[config.mk]
export PLATFORM = sky130hd
export DESIGN_NAME = mrm_core
export DESIGN_NICKNAME = d
export VERILOG_FILES = /design/src/design/mrm_pkg.sv /design/src/design/mrm_core.sv
export SDC_FILE = /design/constraint.sdc
export NUM_CORES = 1
export LEC_CHECK = 0
export ABC_CLOCK_PERIOD_IN_PS = 5900
export BUFFER_PORTS_ARGS = -buffer_cell sky130_fd_sc_hd__buf_4
export CAP_MARGIN = 20
export CORE_MARGIN = 3
export CORE_UTILIZATION = 35
export DETAILED_ROUTE_END_ITERATION = 12
export GPL_TIMING_DRIVEN = 0
export HOLD_SLACK_MARGIN = 0.03
export PLACE_DENSITY = 0.61
export SYNTH_ARGS = -nofsm -noshare
export SYNTH_HDL_FRONTEND = slang
export SYNTH_SLANG_ARGS = --single-unit
[constraint.sdc]
create_clock -name clock -period 5.9 [get_ports clock]
set_clock_uncertainty 0.15 [all_clocks]
set_input_delay 0.295 -clock clock [delete_from_list [all_inputs] [get_ports clock]]
set_output_delay 0.295 -clock clock [all_outputs]
set_load 0.02 [all_outputs]
[src/design/mrm_pkg.sv]
// package: constants, types and helper functions of the message ring mailbox
package mrm_pkg;

   localparam int RING_WORDS = 256;
   localparam int PTR_W      = $clog2(RING_WORDS);
   // room for a message size in words plus header, and for the ring depth itself
   localparam int CNT_W      = 17;
   // ceil(65535 / 4) payload words at most
   localparam int WORDS_W    = 15;

   typedef enum logic [1:0] {
      OP_SEND_HDR  = 2'd0,
      OP_SEND_WORD = 2'd1,
      OP_RECV_HDR  = 2'd2,
      OP_RECV_WORD = 2'd3
   } op_type;

   typedef enum logic [2:0] {
      ST_OK       = 3'd0,
      ST_NOSPACE  = 3'd1,
      ST_TOOLARGE = 3'd2,
      ST_EMPTY    = 3'd3,
      ST_SMALL    = 3'd4,
      ST_SEQ      = 3'd5
   } status_type;

   typedef logic [PTR_W-1:0] ptr_type;

   typedef struct packed {
      op_type      operation;
      logic [15:0] length;
      logic [15:0] tag;
      logic [31:0] data_word;
      logic [15:0] capacity;
   } req_item_type;

   typedef struct packed {
      status_type  status;
      logic [15:0] msg_length;
      logic [15:0] msg_tag;
      logic [31:0] read_word;
      logic        last;
      logic        message_published;
      logic        ack_to_sender;
   } rsp_item_type;

   typedef struct packed {
      logic        en;
      ptr_type     addr;
      logic [31:0] data;
   } mem_wr_type;

   typedef struct packed {
      ptr_type pub;
      ptr_type pend;
   } rd_pos_type;

   function automatic ptr_type next_pos(input ptr_type p);
      ptr_type r;
      if (p == PTR_W'(RING_WORDS - 1)) begin
         r = '0;
      end else begin
         r = p + 1'b1;
      end
      return r;
   endfunction

   // byte count rounded up to whole 32-bit words
   function automatic logic [WORDS_W-1:0] words_of(input logic [15:0] bytes);
      logic [16:0] sum;
      sum = {1'b0, bytes} + 17'd3;
      return sum[16:2];
   endfunction

endpackage

[src/design/mrm_core.sv]
// ring positions, word counters, ack mark and the per-request decision logic
module mrm_core
   import mrm_pkg::*;
(
   input  logic         clock,
   input  logic         reset,
   input  logic         fire,
   input  req_item_type item,
   input  logic [31:0]  rd_data,
   output rsp_item_type result,
   output mem_wr_type   mem_wr,
   output rd_pos_type   rd_pos
);

   ptr_type             pub_wr_ff, pub_wr_in;
   ptr_type             pend_wr_ff, pend_wr_in;
   ptr_type             pub_rd_ff, pub_rd_in;
   ptr_type             pend_rd_ff, pend_rd_in;
   logic [WORDS_W-1:0]  send_left_ff, send_left_in;
   logic [WORDS_W-1:0]  recv_left_ff, recv_left_in;
   logic                ack_valid_ff, ack_valid_in;
   ptr_type             ack_pos_ff, ack_pos_in;
   mem_wr_type          wr;

   always_comb begin
      logic [WORDS_W-1:0] items;
      logic [CNT_W-1:0]   total;
      logic [CNT_W-1:0]   avail;
      logic [15:0]        hdr_size;
      logic [WORDS_W-1:0] hdr_words;

      pub_wr_in    = pub_wr_ff;
      pend_wr_in   = pend_wr_ff;
      pub_rd_in    = pub_rd_ff;
      pend_rd_in   = pend_rd_ff;
      send_left_in = send_left_ff;
      recv_left_in = recv_left_ff;
      ack_valid_in = ack_valid_ff;
      ack_pos_in   = ack_pos_ff;
      result       = '0;
      result.status = ST_OK;
      wr           = '0;

      items     = words_of(item.length);
      total     = CNT_W'(items) + 1'b1;
      hdr_size  = rd_data[15:0];
      hdr_words = words_of(hdr_size);
      if (pub_rd_ff <= pub_wr_ff) begin
         avail = CNT_W'(RING_WORDS) - 1'b1 - (CNT_W'(pub_wr_ff) - CNT_W'(pub_rd_ff));
      end else begin
         avail = CNT_W'(pub_rd_ff) - CNT_W'(pub_wr_ff) - 1'b1;
      end

      case (item.operation)
         OP_SEND_HDR: begin
            if (send_left_ff != '0) begin
               result.status = ST_SEQ;
            end else if (total >= CNT_W'(RING_WORDS)) begin
               result.status = ST_TOOLARGE;
            end else if (avail < total) begin
               result.status = ST_NOSPACE;
               ack_valid_in  = 1'b1;
               ack_pos_in    = pub_rd_ff;
            end else begin
               ack_valid_in = 1'b0;
               wr.en        = 1'b1;
               wr.addr      = pub_wr_ff;
               wr.data      = {item.tag, item.length};
               pend_wr_in   = next_pos(pub_wr_ff);
               send_left_in = items;
               if (items == '0) begin
                  pub_wr_in                = next_pos(pub_wr_ff);
                  result.last              = 1'b1;
                  result.message_published = 1'b1;
               end
            end
         end
         OP_SEND_WORD: begin
            if (send_left_ff == '0) begin
               result.status = ST_SEQ;
            end else begin
               wr.en        = 1'b1;
               wr.addr      = pend_wr_ff;
               wr.data      = item.data_word;
               pend_wr_in   = next_pos(pend_wr_ff);
               send_left_in = send_left_ff - 1'b1;
               if (send_left_ff == WORDS_W'(1)) begin
                  pub_wr_in                = next_pos(pend_wr_ff);
                  result.last              = 1'b1;
                  result.message_published = 1'b1;
               end
            end
         end
         OP_RECV_HDR: begin
            if (recv_left_ff != '0) begin
               result.status = ST_SEQ;
            end else if (pub_rd_ff == pub_wr_ff) begin
               result.status = ST_EMPTY;
            end else begin
               result.msg_length = hdr_size;
               if (item.capacity < hdr_size) begin
                  result.status = ST_SMALL;
               end else begin
                  result.msg_tag = rd_data[31:16];
                  pend_rd_in     = next_pos(pub_rd_ff);
                  recv_left_in   = hdr_words;
                  if (hdr_words == '0) begin
                     pub_rd_in   = next_pos(pub_rd_ff);
                     result.last = 1'b1;
                     if (ack_valid_ff && (ack_pos_ff == pub_rd_ff)) begin
                        result.ack_to_sender = 1'b1;
                        ack_valid_in         = 1'b0;
                     end
                  end
               end
            end
         end
         OP_RECV_WORD: begin
            if (recv_left_ff == '0) begin
               result.status = ST_SEQ;
            end else begin
               result.read_word = rd_data;
               pend_rd_in       = next_pos(pend_rd_ff);
               recv_left_in     = recv_left_ff - 1'b1;
               if (recv_left_ff == WORDS_W'(1)) begin
                  pub_rd_in   = next_pos(pend_rd_ff);
                  result.last = 1'b1;
                  if (ack_valid_ff && (ack_pos_ff == pub_rd_ff)) begin
                     result.ack_to_sender = 1'b1;
                     ack_valid_in         = 1'b0;
                  end
               end
            end
         end
         default: begin
            result.status = ST_SEQ;
         end
      endcase
   end

   always_ff @(posedge clock) begin
      if (reset) begin
         pub_wr_ff    <= '0;
         pend_wr_ff   <= '0;
         pub_rd_ff    <= '0;
         pend_rd_ff   <= '0;
         send_left_ff <= '0;
         recv_left_ff <= '0;
         ack_valid_ff <= 1'b0;
         ack_pos_ff   <= '0;
      end else if (fire) begin
         pub_wr_ff    <= pub_wr_in;
         pend_wr_ff   <= pend_wr_in;
         pub_rd_ff    <= pub_rd_in;
         pend_rd_ff   <= pend_rd_in;
         send_left_ff <= send_left_in;
         recv_left_ff <= recv_left_in;
         ack_valid_ff <= ack_valid_in;
         ack_pos_ff   <= ack_pos_in;
      end
   end

   assign mem_wr.en   = fire && wr.en;
   assign mem_wr.addr = wr.addr;
   assign mem_wr.data = wr.data;

   // read positions as they stand after this cycle, for the next request's read
   assign rd_pos.pub  = fire ? pub_rd_in  : pub_rd_ff;
   assign rd_pos.pend = fire ? pend_rd_in : pend_rd_ff;

   a_ack_on_recv_done: assert property (@(posedge clock) disable iff (reset)
      fire && result.ack_to_sender |->
         result.last && (item.operation == OP_RECV_HDR || item.operation == OP_RECV_WORD))
      else $error("ack raised outside a completed receive");

   a_write_only_on_send: assert property (@(posedge clock) disable iff (reset)
      mem_wr.en |-> (item.operation == OP_SEND_HDR || item.operation == OP_SEND_WORD))
      else $error("ring write from a receive request");

   a_no_open_send: assert property (@(posedge clock) disable iff (reset)
      send_left_ff == '0 |-> pend_wr_ff == pub_wr_ff)
      else $error("write positions differ with no send open");

   a_no_open_recv: assert property (@(posedge clock) disable iff (reset)
      recv_left_ff == '0 |-> pend_rd_ff == pub_rd_ff)
      else $error("read positions differ with no receive open");

   a_publish_commits: assert property (@(posedge clock) disable iff (reset)
      fire && result.message_published |=> pub_wr_ff == pend_wr_ff)
      else $error("published write position not caught up");

endmodule

Word-level counts from Yosys, hierarchy flattened
Index checks and enable logic that the tools add are counted.

$add $sub $neg: 13. $mul: 0. Div/mod/pow operators: 0. $lt $le $gt $ge: 4. Eq/ne operators: 23. Shifts and indexed selects: 0. Muxes and demuxes: 93. Bitwise operators: 2. Reductions and logical operators: 17.

Operators by type and width (number): $mux 8 (26); $mux 41 (4); $mux 32 (4); $mux 15 (8); $pmux 41 s2 (1); $pmux 8 s2 (4); $logic_not 15->1 (4); $pmux 15 s2 (2); $add 16x2->17 const B (2); $mux 33 (1); $add 8x1->8 const B (4); $eq 8x8->1 const B (4); $eq 15x1->1 const B (2); $reduce_bool 15->1 (2); $sub 15x1->15 const B (2); $ne 2x2->1 const B (12); $mux 1 (23); $mux 3 (6); $sub 8x8->9 (2); $lt 17x16->1 (1); $mux 17 (1); $add 15x1->16 const B (1); $eq 8x8->1 (2); $ge 16x9->1 const B (1); 21 further kinds (33).

Register bits: 71. Bits in latches: 0. RAM bits: 0. ROM bits: 0. Input port bits: 117. Output and inout port bits: 127. Logic and storage cells: 160. Memories kept: 0.

Depth between registers and ports, before layout
Gate-level depths: netlist (run 1).

Word-level depth: 9. Gate-level depth with buffers: 24. Gate-level depth less buffers: 22.

Least setup slack after synthesis (run 1)
Ideal clock, no wire load.

Path kind: register -> output. From: register pub_rd_ff[0]. To: output mem_wr[32] in the netlist's numbering. Arrival time: 4.932 ns. Required time: 5.455 ns. Path slack: 0.523 ns. Stages on the path, launching flop included: 24. Buffers on the path: 3. Cells stage by stage: dfxtp_1 -> clkbuf_1 -> inv_1 -> ha_1 -> fa_1 -> nand2b_1 -> a21oi_1 -> xor2_1 -> a2111o_1 -> nor2_1 -> xnor2_1 -> mux2i_1 -> xnor2_1 -> ha_1 -> nand3_1 -> a211oi_1 -> a211oi_1 -> or3_1 -> and3_1 -> buf_2 -> nor4_4 -> inv_2 -> buf_6 -> o21ai_1.

RTL lines: start, declared (line mrm_core.sv:17) `ptr_type pub_rd_ff, pub_rd_in;`; start signal, assigned (line mrm_core.sv:154) `pub_rd_ff <= pub_rd_in;`; end, declared (line mrm_core.sv:11) `output mem_wr_type mem_wr,`.

==> results of run 1 <==
layer usage:
metal | vias to the layer above | wire length, µm
met5 | - | 0
met4 | 0 | 560
met3 | 33 | 2420
met2 | 440 | 15900
met1 | 4574 | 13400
li1 | 4754 | -
worst max-delay path, cell delays in order, from the launching register on:
cell	delay [ns]
dfxtp_2	0.36
buf_8	0.13
inv_2	0.05
ha_2	0.19
fa_2	0.40
nand2b_4	0.17
a21oi_4	0.15
xor2_2	0.12
a2111o_1	0.45
buf_4	0.15
or4b_4	0.55
nand2_4	0.10
ha_2	0.17
o21ai_0	0.07
nand2b_1	0.08
a31oi_1	0.08
or3_1	0.39
and3_2	0.28
nor4_4	0.30
buf_4	0.16
inv_2	0.03
buf_6	0.15
o21ai_1	0.17
buf_4	0.17
cell families (layout without fill, tap and decap cells):
kind of cell / Yosys count / after routing / share of synthesized area
muxes: 16 / 16 / 0.0198
xor gates and xnor gates: 80 / 80 / 0.0855
buffers and inverters: 140 / 395 / 0.0690
DFF: 71 / 71 / 0.173
AOI/OAI and AO/OA: 340 / 340 / 0.272
and+or+nand+nor: 462 / 462 / 0.292
adders and majority gates: 57 / 57 / 0.0885
how the worst max path moves through the flow:
stage               cells past startpoint    endpoint  slack, ns          from
floorplan                              23  mem_wr[32]       0.52  pub_rd_ff[0]
global placement                       20  mem_wr[25]      -0.44  pub_wr_ff[6]
detailed placement                     21   result[1]      -0.49  pub_wr_ff[1]
CTS                                    24   result[1]       0.01  pub_wr_ff[1]
global route                           23   result[1]      -0.04  pub_rd_ff[0]
finish                                 23  mem_wr[39]       0.21  pub_rd_ff[0]
repair_timing:
| item | in CTS | in global routing |
|---|---|---|
| endpoints found under the setup margin | 45 | 38 |
| pin swaps | 2 | 13 |
| resized for setup | 16 | 43 |
| buffers inserted | 4 | 5 |
cell type report:
type                    instances  area [µm²]
inverters                      58         219
multi-input cells             955        6380
repair buffers                243        1830
flip-flops and latches         71        1430
well taps                     313         392
plain buffers                  78         357
fillers                      2404       11900
clock inverters                 4        98.8
clock buffers                  12         267
through the flow:
stage	instance area, µm²	util
5_1_grt	11000	0.480
3_5_place_dp	10300	0.453
3_3_place_gp	10300	0.453
4_1_cts	10800	0.472
2_1_floorplan	8200	-
6_report	11000	0.480
power by group:
group	switching, µW	internal [µW]
sequential	41.6	512
combinational	934	553
clock	222	449
total	1200	1510
state kept, by name, indices dropped and copies added, names as in the netlist:
register      flops
recv_left_ff     15
send_left_ff     15
ack_pos_ff        8
pend_rd_ff        8
pend_wr_ff        8
pub_rd_ff         8
pub_wr_ff         8
ack_valid_ff      1
layout by cell type, fill, tap and decap left out, types with 38 or more instances in the layout:
| cell type | count |
|---|---|
| inv_1 | 55 |
| a21oi_1 | 91 |
| buf_4 | 242 |
| nand3_1 | 38 |
| o21ai_0 | 66 |
| nor2_1 | 106 |
| dfxtp_1 | 65 |
| nand2_1 | 92 |
| nor3_1 | 46 |
| xnor2_1 | 55 |
| clkbuf_1 | 57 |
| ha_1 | 50 |
==> load_flow_metrics.sql, run 1 <==
INSERT INTO impl_metrics (metric_group, metric, value, unit) VALUES
('status', 'outcome', 'completed', ''),
('setup_path', 'reg2reg_depth', '22', ''),
('pwr', 'power.static_leakage', '0.00462', 'µW'),
('clock_tree', 'tritoncts.num_buffers', '9', ''),
('min_path', 'min-delay-start', 'rd_data[15]', ''),
('logic_synthesis', 'main_flop_type_after_synthesis', 'dfxtp_1', ''),
('clock_tree', 'cts_num_sinks', '71', ''),
('drt', 'routed_via_density', '5.65', ''),
('setup_path', 'setup.worst_path.start_class', 'flip-flop', ''),
('setup_path', 'critPathRequiredTime', '5.45', 'ns'),
('min_path', 'min_path_cells', '4', ''),
('logic_synthesis', 'syn_area', '8200', 'µm²'),
('layout', 'final_nets', '1589', ''),
('place', 'placed_cell_count', '1713', ''),
('drt', 'antenna_left', '0', ''),
('grt', 'number_of_global_route_vias_before_repair', '9384', ''),
('timing', 'timing.setup.tns', '0', 'ns'),
('timing', 'count_of_final_max_slew_check_failures', '0', ''),
('floorplan', 'die-area', '25300', 'µm²'),
('setup_path', 'worst-r2r-setup-slack', '0.64', 'ns'),
('logic_synthesis', 'synth.lib_cells_used.distinct', '78', ''),
('setup_path', 'regToRegStartpoint', 'pub_rd_ff[0]', ''),
('timing', 'clock.fmax', '176', 'MHz'),
('grt', 'groute.layer.met3.usage', '0.0442', ''),
('setup_path', 'setup.worst_path.end_class', 'output pin', ''),
('logic_synthesis', 'yosysWarningCount', '0', ''),
('drt', 'drtPass1Iterations', '6', ''),
('logic_synthesis', 'synth.yosys.seq_area_share', '0.173', ''),
('place', 'dp_slack', '-0.491', 'ns'),
('clock_tree', 'htree_num_levels', '3', ''),
('place', 'gp_congestion', '0.922', ''),
('timing', 'timing.max_slew.rel_slack', '0.325', ''),
('layout', 'antenna-diode-count', '0', ''),
('clock_tree', 'clk_latency', '0.35', 'ns'),
('place', 'portbufs', '234', ''),
('place', 'detailedPlacementHpwl', '25.7', 'mm'),
('clock_tree', 'worst_setup_hold_path_clk_slew', '0.06', 'ns'),
('setup_path', 'critical_path_peak_fanout', '10', ''),
('grt', 'grt_max_degree', '13', ''),
('logic_synthesis', 'synth_cells', '1166', ''),
('timing', 'timing_hold_violations_final', '0', ''),
('timing', 'final_min_period_over_clock_period', '0.964', ''),
('setup_path', 'critPathKind', 'reg -> out', ''),
('logic_synthesis', 'cell_types_with_the_highest_counts_after_synthesis', 'nor2_1 (107), nand2_1 (93), a21oi_1 (92), dfxtp_1 (71), o21ai_0 (67)', ''),
('floorplan', 'row_count', '55', ''),
('min_path', 'timing.hold.worst_endpoint', 'recv_left_ff[13]', ''),
('run', 'max_cap_violations', '0', ''),
('grt', 'groute.layer.met2.usage', '0.439', ''),
('clock_tree', 'post_cts_hold_buffer_count', '0', ''),
('grt', 'grt_use_total', '0.243', ''),
('timing', 'max_slew.worst_pin.slew', '1.00', 'ns'),
('clock_tree', 'cts_tree', 'built', ''),
('floorplan', 'die_outline_width', '159', 'µm'),
('drt', 'number_of_drc_markers_in_iteration_0', '846', ''),
('drt', 'routed_wirelength', '32.3', 'mm'),
('grt', 'grt_remaining_overflow', '0', ''),
('logic_synthesis', 'yosysTopAreaCell', 'dfxtp_1', ''),
('layout', 'layout-area-overhead-vs-synth', '33.9', '%'),
('pwr', 'power.density', '247', 'nW/µm²'),
('floorplan', 'placeableCoreArea', '22800', 'µm²'),
('timing', 'min_period', '5.69', 'ns'),
('setup_path', 'crit_arrival', '5.24', 'ns'),
('clock_tree', 'ctsRootBufferMaster', 'clkbuf_16', ''),
('layout', 'drive_gt1_frac', '0.232', ''),
('logic_synthesis', 'syn_nets', '1339', ''),
('timing', 'postLayoutSetupSlackWorst', '0.211', 'ns'),
('logic_synthesis', 'async_reset_ff_frac', '0', ''),
('logic_synthesis', 'synthMostInstantiatedCell', 'nor2_1', ''),
('grt', 'top_usage_layer', 'met2', ''),
('timing', 'holdWs', '0.222', 'ns'),
('floorplan', 'io_pins', '244', '');
No activity file was read; power rests on OpenSTA's default activity.
==> run 2: changes to the inputs <==
CORE_UTILIZATION = 40   (was 35)
PLACE_DENSITY = 0.67   (was 0.61)
SLEW_MARGIN = 0   (was unset)
==> run 2 against run 1 <==
Non-clock buffer count up 2. Worst hold slack worse by 0.0022 ns. Largest power group unchanged. Cell area down 1.2%. Maximum frequency down 0.90%. Critical path depth unchanged. Core utilization up 6.8 points. Global-route usage up 2.5 points. First-iteration DRC count up 12%. Count of clock-buffer cells in the layout up 1. Total power down 4.5%. Register-to-register slack worse by 0.10 ns. Highest routed layer unchanged. Sequential power about the same.
==> load_flow_metrics.sql, run 2 (synthesis results as in run 1) <==
INSERT INTO impl_metrics (metric_group, metric, value, unit) VALUES
('floorplan', 'initial_utilization', '0.414', ''),
('timing', 'timing.max_slew.rel_slack', '0.301', ''),
('floorplan', 'floorplan.die.height', '149', 'µm'),
('pwr', 'power.density', '239', 'nW/µm²'),
('place', 'gp_congestion', '0.941', ''),
('layout', 'mostFrequentLayoutCell', 'buf_4', ''),
('layout', 'reg_top3', 'recv_left_ff (15), send_left_ff (15)', ''),
('layout', 'drive_gt1_frac', '0.225', ''),
('clock_tree', 'cts_tree', 'built', ''),
('drt', 'drtPass1Iterations', '6', ''),
('layout', 'antenna-diode-count', '0', ''),
('clock_tree', 'post_cts_hold_buffer_count', '0', ''),
('layout', 'final_core_utilization', '0.548', ''),
('floorplan', 'die_outline_width', '149', 'µm'),
('grt', 'grt_first_pass_wirelength', '48.1', 'mm'),
('timing', 'timing.setup.tns', '0', 'ns'),
('pwr', 'p_total', '2590', 'µW'),
('pwr', 'peakVddDrop', '164', 'µV'),
('drt', 'wl_per_cell', '18.6', 'µm'),
('grt', 'number_of_global_route_vias_before_repair', '9266', ''),
('status', 'outcome', 'completed', ''),
('setup_path', 'critPathRequiredTime', '5.45', 'ns'),
('timing', 'max_slew.worst_pin.slew', '1.04', 'ns'),
('place', 'detailedPlacementHpwl', '24.7', 'mm'),
('timing', 'min_period', '5.74', 'ns'),
('clock_tree', 'cts_num_sinks', '71', ''),
('drt', 'routed-via-count', '9814', ''),
('setup_path', 'critical_path_peak_fanout', '10', ''),
('run', 'max_cap_violations', '0', ''),
('drt', 'post-route-drc-count', '0', ''),
('grt', 'grt_max_degree', '12', ''),
('setup_path', 'setup.worst_path.start_class', 'flip-flop', ''),
('place', 'placed_area', '10300', 'µm²'),
('pwr', 'power.static_leakage', '0.00459', 'µW'),
('timing', 'count_of_final_max_slew_check_failures', '0', ''),
('drt', 'routed_via_density', '5.81', ''),
('layout', 'design_area', '10800', 'µm²'),
('drt', 'antenna_left', '0', ''),
('drt', 'routed_wirelength', '31.5', 'mm'),
('timing', 'clock.fmax', '174', 'MHz'),
('clock_tree', 'worst_setup_hold_path_clk_slew', '0.06', 'ns'),
('timing', 'timing_hold_violations_final', '0', ''),
('grt', 'antenna_violations_before_repair', '0', ''),
('grt', 'grt_use_total', '0.268', ''),
('timing', 'report.final.setup_viol', '0', ''),
('clock_tree', 'clk_latency', '0.34', 'ns'),
('clock_tree', 'ctsRootBufferMaster', 'clkbuf_16', ''),
('place', 'dp_slack', '-0.524', 'ns'),
('floorplan', 'placeableCoreArea', '19800', 'µm²'),
('layout', 'final_nets', '1591', ''),
('layout', 'layout-area-overhead-vs-synth', '32.2', '%'),
('floorplan', 'die-area', '22200', 'µm²'),
('layout', 'n_fill_cell', '1977', ''),
('layout', 'final_cell_mix', 'buf_4 (245), nor2_1 (106), nand2_1 (93), a21oi_1 (91), dfxtp_1 (67)', ''),
('setup_path', 'critPathKind', 'reg -> out', ''),
('floorplan', 'row_count', '51', ''),
('timing', 'postLayoutSetupSlackWorst', '0.160', 'ns'),
('floorplan', 'io_pins', '244', ''),
('grt', 'grt_remaining_overflow', '0', ''),
('min_path', 'hp-class', 'in -> reg', ''),
('place', 'portbufs', '234', ''),
('setup_path', 'crit_arrival', '5.30', 'ns'),
('setup_path', 'setup.worst_path.end_class', 'output pin', ''),
('clock_tree', 'clk_path_buf_depth', '2', ''),
('clock_tree', 'htree_num_levels', '3', ''),
('timing', 'final_min_period_over_clock_period', '0.973', ''),
('drt', 'number_of_drc_markers_in_iteration_0', '950', ''),
('clock_tree', 'tritoncts.num_buffers', '9', '');
-- run 2: layout make-up --
class,instances,area (µm²),area share
clock inverter,3,42.5,0.00392
tap,265,332,0.0306
timing repair buffer,244,1840,0.170
buffer,79,350,0.0323
sequential,71,1430,0.132
inverter,58,223,0.0205
multi-input combinational,955,6370,0.588
clock buffer,13,250,0.0231
-- run 2: worst paths after layout --
kind                            to              from  slack, ns  cells after the start
hold reg to reg   send_left_ff[13]  send_left_ff[13]       0.33                      2
setup reg to reg     ack_pos_ff[1]      pub_rd_ff[0]       0.54                     20
setup / recovery         result[1]      pub_rd_ff[0]       0.16                     23
hold / removal    recv_left_ff[13]       rd_data[15]       0.22                      4
-- run 2: worst max-delay path, cell delays in order (launching register included) --
cell and delay (ns):
dfxtp_4 0.37, buf_8 0.11, clkinvlp_4 0.12, ha_4 0.19, fa_2 0.40, nand2b_4 0.18
a21oi_4 0.18, xor2_2 0.12, a2111o_1 0.46, buf_4 0.16, or4b_4 0.51, nand2_1 0.12
ha_1 0.17, o21ai_0 0.08, nand2b_1 0.08, a31oi_1 0.08, or3_1 0.40, and3_4 0.22
nor4_4 0.30, buf_4 0.17, inv_2 0.04, buf_6 0.15, o22ai_4 0.19, buf_6 0.15
-- run 2: timing repair --
item | in CTS | in global routing
pin swaps | 1 | 12
gates resized for setup | 12 | 39
setup endpoints to repair | 45 | 47
setup buffers | 4 | 6
-- run 2: report_power, final --
| group | switching, µW | internal (µW) |
|---|---|---|
| clock network | 220 | 339 |
| logic | 927 | 549 |
| registers | 42.1 | 511 |
-- run 2: per-stage QoR --
stage / std cells / hold WS (ns)
floorplan: 1166 / 0.294
global placement: 1665 / 0.317
detailed placement: 1665 / 0.322
CTS: 1685 / 0.221
global route: 1688 / 0.262
finish: 1688 / 0.220
-- run 2: per-layer routing --
metal / GRT usage / up-vias / share of wire
li1: - / 4773 / -
met1: 0.323 / 4508 / 0.40
met2: 0.484 / 482 / 0.49
met3: 0.0514 / 51 / 0.085
met4: 0.0783 / 0 / 0.022
met5: 0 / - / 0
==> run 3: changes to the inputs <==
CORE_MARGIN = 2   (was 3)
==> run 3 against run 2 <==
Critical path depth unchanged. Non-clock buffer count down 2. Clock power down 3.8%. Sequential power about the same. Sequential share of layout area about the same. Final cell count up 0.12%. Die area down 2.7%. Critical path type unchanged.
==> load_flow_metrics.sql, run 3 (synthesis results as in run 1) <==
INSERT INTO impl_metrics (metric_group, metric, value, unit) VALUES
('clock_tree', 'cts_num_sinks', '71', ''),
('min_path', 'min_path_cells', '4', ''),
('layout', 'mostFrequentLayoutCell', 'buf_4', ''),
('grt', 'grt_remaining_overflow', '0', ''),
('layout', 'layout-area-overhead-vs-synth', '32.2', '%'),
('place', 'gp_congestion', '0.942', ''),
('min_path', 'hp-class', 'in -> reg', ''),
('floorplan', 'initial_utilization', '0.406', ''),
('grt', 'grt_use_total', '0.274', ''),
('floorplan', 'die_outline_width', '147', 'µm'),
('drt', 'routed_wirelength', '31.2', 'mm'),
('place', 'detailedPlacementHpwl', '24.6', 'mm'),
('place', 'portbufs', '234', ''),
('setup_path', 'critPathRequiredTime', '5.45', 'ns'),
('drt', 'antenna_left', '0', ''),
('run', 'max_cap_violations', '0', ''),
('setup_path', 'cell_chain_of_the_critical_path', 'clkbuf_8, inv_1, ha_2, fa_2, nand2b_4, a21oi_4, xor2_2, a2111o_1, buf_4, or4b_4, nand2_1, ha_1, o21ai_0, nand2b_1, a31oi_1, or3_1, and3_4, nor4_4, buf_4, inv_2, buf_6, o22ai_4, buf_6', ''),
('grt', 'grt_max_degree', '12', ''),
('place', 'placed_cell_count', '1670', ''),
('timing', 'max_slew.worst_pin.slew', '1.02', 'ns'),
('layout', 'reg_top3', 'recv_left_ff (15), send_left_ff (15)', ''),
('setup_path', 'wp_buf_inv', '7', ''),
('setup_path', 'critical_path_peak_fanout', '10', ''),
('pwr', 'power.density', '237', 'nW/µm²'),
('timing', 'unrepaired_setup_endpoints_after_global_routing', 'no', ''),
('drt', 'dr.max_layer_used', 'met4', ''),
('setup_path', 'crit_arrival', '5.24', 'ns'),
('timing', 'timing_hold_violations_final', '0', ''),
('layout', 'layout.cells.non_filler', '1690', ''),
('status', 'outcome', 'completed', ''),
('layout', 'design_area', '10800', 'µm²'),
('grt', 'antenna_violations_before_repair', '0', ''),
('grt', 'grt_first_pass_wirelength', '48.4', 'mm'),
('floorplan', 'floorplan.die.height', '147', 'µm'),
('drt', 'number_of_drc_markers_in_iteration_0', '805', ''),
('timing', 'report.final.setup_viol', '0', ''),
('timing', 'final_min_period_over_clock_period', '0.964', ''),
('clock_tree', 'ctsRootBufferMaster', 'clkbuf_16', ''),
('layout', 'multiInputGateArea', '6390', 'µm²'),
('clock_tree', 'cts_tree', 'built', ''),
('layout', 'antenna-diode-count', '0', ''),
('drt', 'post-route-drc-count', '0', ''),
('drt', 'route.layer.met1.wl', '12.9', 'mm'),
('layout', 'n_fill_cell', '2006', ''),
('setup_path', 'critPathSlowestCell', 'or4b_4', ''),
('drt', 'detailroute.wirelength.met2', '15.4', 'mm'),
('layout', 'drive_gt1_frac', '0.230', ''),
('drt', 'route.met3.wl', '2.29', 'mm'),
('timing', 'holdWs', '0.216', 'ns'),
('clock_tree', 'clk_path_buf_depth', '2', ''),
('setup_path', 'setup.worst_path.start_class', 'flip-flop', ''),
('place', 'dp_slack', '-0.482', 'ns'),
('drt', 'wl_per_cell', '18.5', 'µm'),
('grt', 'number_of_global_route_vias_before_repair', '9339', ''),
('floorplan', 'die-area', '21700', 'µm²'),
('setup_path', 'critical_path_cell_count', '23', ''),
('setup_path', 'setup.worst_path.end_class', 'output pin', ''),
('setup_path', 'reg2reg_depth', '20', ''),
('setup_path', 'critPathKind', 'reg -> out', ''),
('layout', 'ff_latch_area', '1430', 'µm²'),
('clock_tree', 'clk_latency', '0.34', 'ns'),
('timing', 'postLayoutSetupSlackWorst', '0.214', 'ns'),
('timing', 'clock.fmax', '176', 'MHz'),
('clock_tree', 'tritoncts.num_buffers', '9', ''),
('layout', 'final_cell_mix', 'buf_4 (244), nor2_1 (106), nand2_1 (93), a21oi_1 (91), o21ai_0 (66)', ''),
('timing', 'min_period', '5.69', 'ns'),
('setup_path', 'path_delay_family', 'simple AND/OR/NAND/NOR gates', ''),
('drt', 'routed_via_density', '5.86', ''),
('timing', 'count_of_final_max_slew_check_failures', '0', ''),
('floorplan', 'placeableCoreArea', '20200', 'µm²'),
('floorplan', 'io_pins', '244', ''),
('clock_tree', 'post_cts_hold_buffer_count', '0', ''),
('drt', 'drtPass1Iterations', '5', ''),
('place', 'placed_area', '10300', 'µm²'),
('setup_path', 'cpPeakStageDelay', '0.51', 'ns'),
('layout', 'final_nets', '1589', ''),
('clock_tree', 'htree_num_levels', '3', ''),
('pwr', 'power.static_leakage', '0.00459', 'µW'),
('clock_tree', 'worst_setup_hold_path_clk_slew', '0.06', 'ns'),
('pwr', 'peakVddDrop', '168', 'µV'),
('floorplan', 'row_count', '52', ''),
('timing', 'timing.max_slew.rel_slack', '0.312', ''),
('drt', 'routed-via-count', '9897', '');
[run 3: changes by cell type in the layout (fill, tap and decap cells not counted), sizes merged]
cell / previous run / this run
buf: 264 / 262
clkbuf: 72 / 70
clkinv: 2 / 3
clkinvlp: 2 / 1
inv: 56 / 57
[run 3: routing by layer]
layer,vias up,GRT usage
met5,-,0
met4,0,0.0745
met3,50,0.0450
met2,457,0.498
met1,4632,0.333
li1,4758,-
[run 3: power breakdown]
group          switching [µW]  leakage (µW)  internal (µW)
combinational             928       0.00387            555
sequential               41.4      0.000576            511
clock                     214      0.000135            324
total                    1180       0.00459           1390
[run 3: final cells by class]
cell class                      count  area share
Clock buffer                       11      0.0215
Clock inverter                      4     0.00439
Multi-Input combinational cell    955       0.590
Sequential cell                    71       0.132
Timing Repair Buffer              243       0.169
Inverter                           58      0.0202
Buffer                             78      0.0319
Tap cell                          270      0.0312
[run 3: what timing repair did]
action	4_1_cts	5_1_grt
setup buffers	4	5
setup endpoints to repair	45	38
pin swaps	2	8
cloned	0	0
resized for setup	13	43
[run 3: path summary, 6_finish.rpt]
check                   startpoint  slack (ns)                to
setup / recovery      pub_rd_ff[0]        0.21         result[1]
hold reg to reg   send_left_ff[13]        0.33  send_left_ff[13]
setup reg to reg      pub_rd_ff[0]        0.63     ack_pos_ff[2]
hold / removal         rd_data[15]        0.22  recv_left_ff[13]
[run 3: through the flow]
stage	setup TNS [ns]	total power, µW	util
5_1_grt	0	2730	0.537
4_1_cts	0	2510	0.528
2_1_floorplan	0	1480	-
3_3_place_gp	-13.51	1950	0.510
3_5_place_dp	-15.46	1960	0.510
6_report	0	2570	0.537
[run 3: worst min-delay path, cell delays in order]
cell	delay [ns]
buf_4	0.09
xnor2_1	0.06
o21ai_0	0.13
a221oi_1	0.07
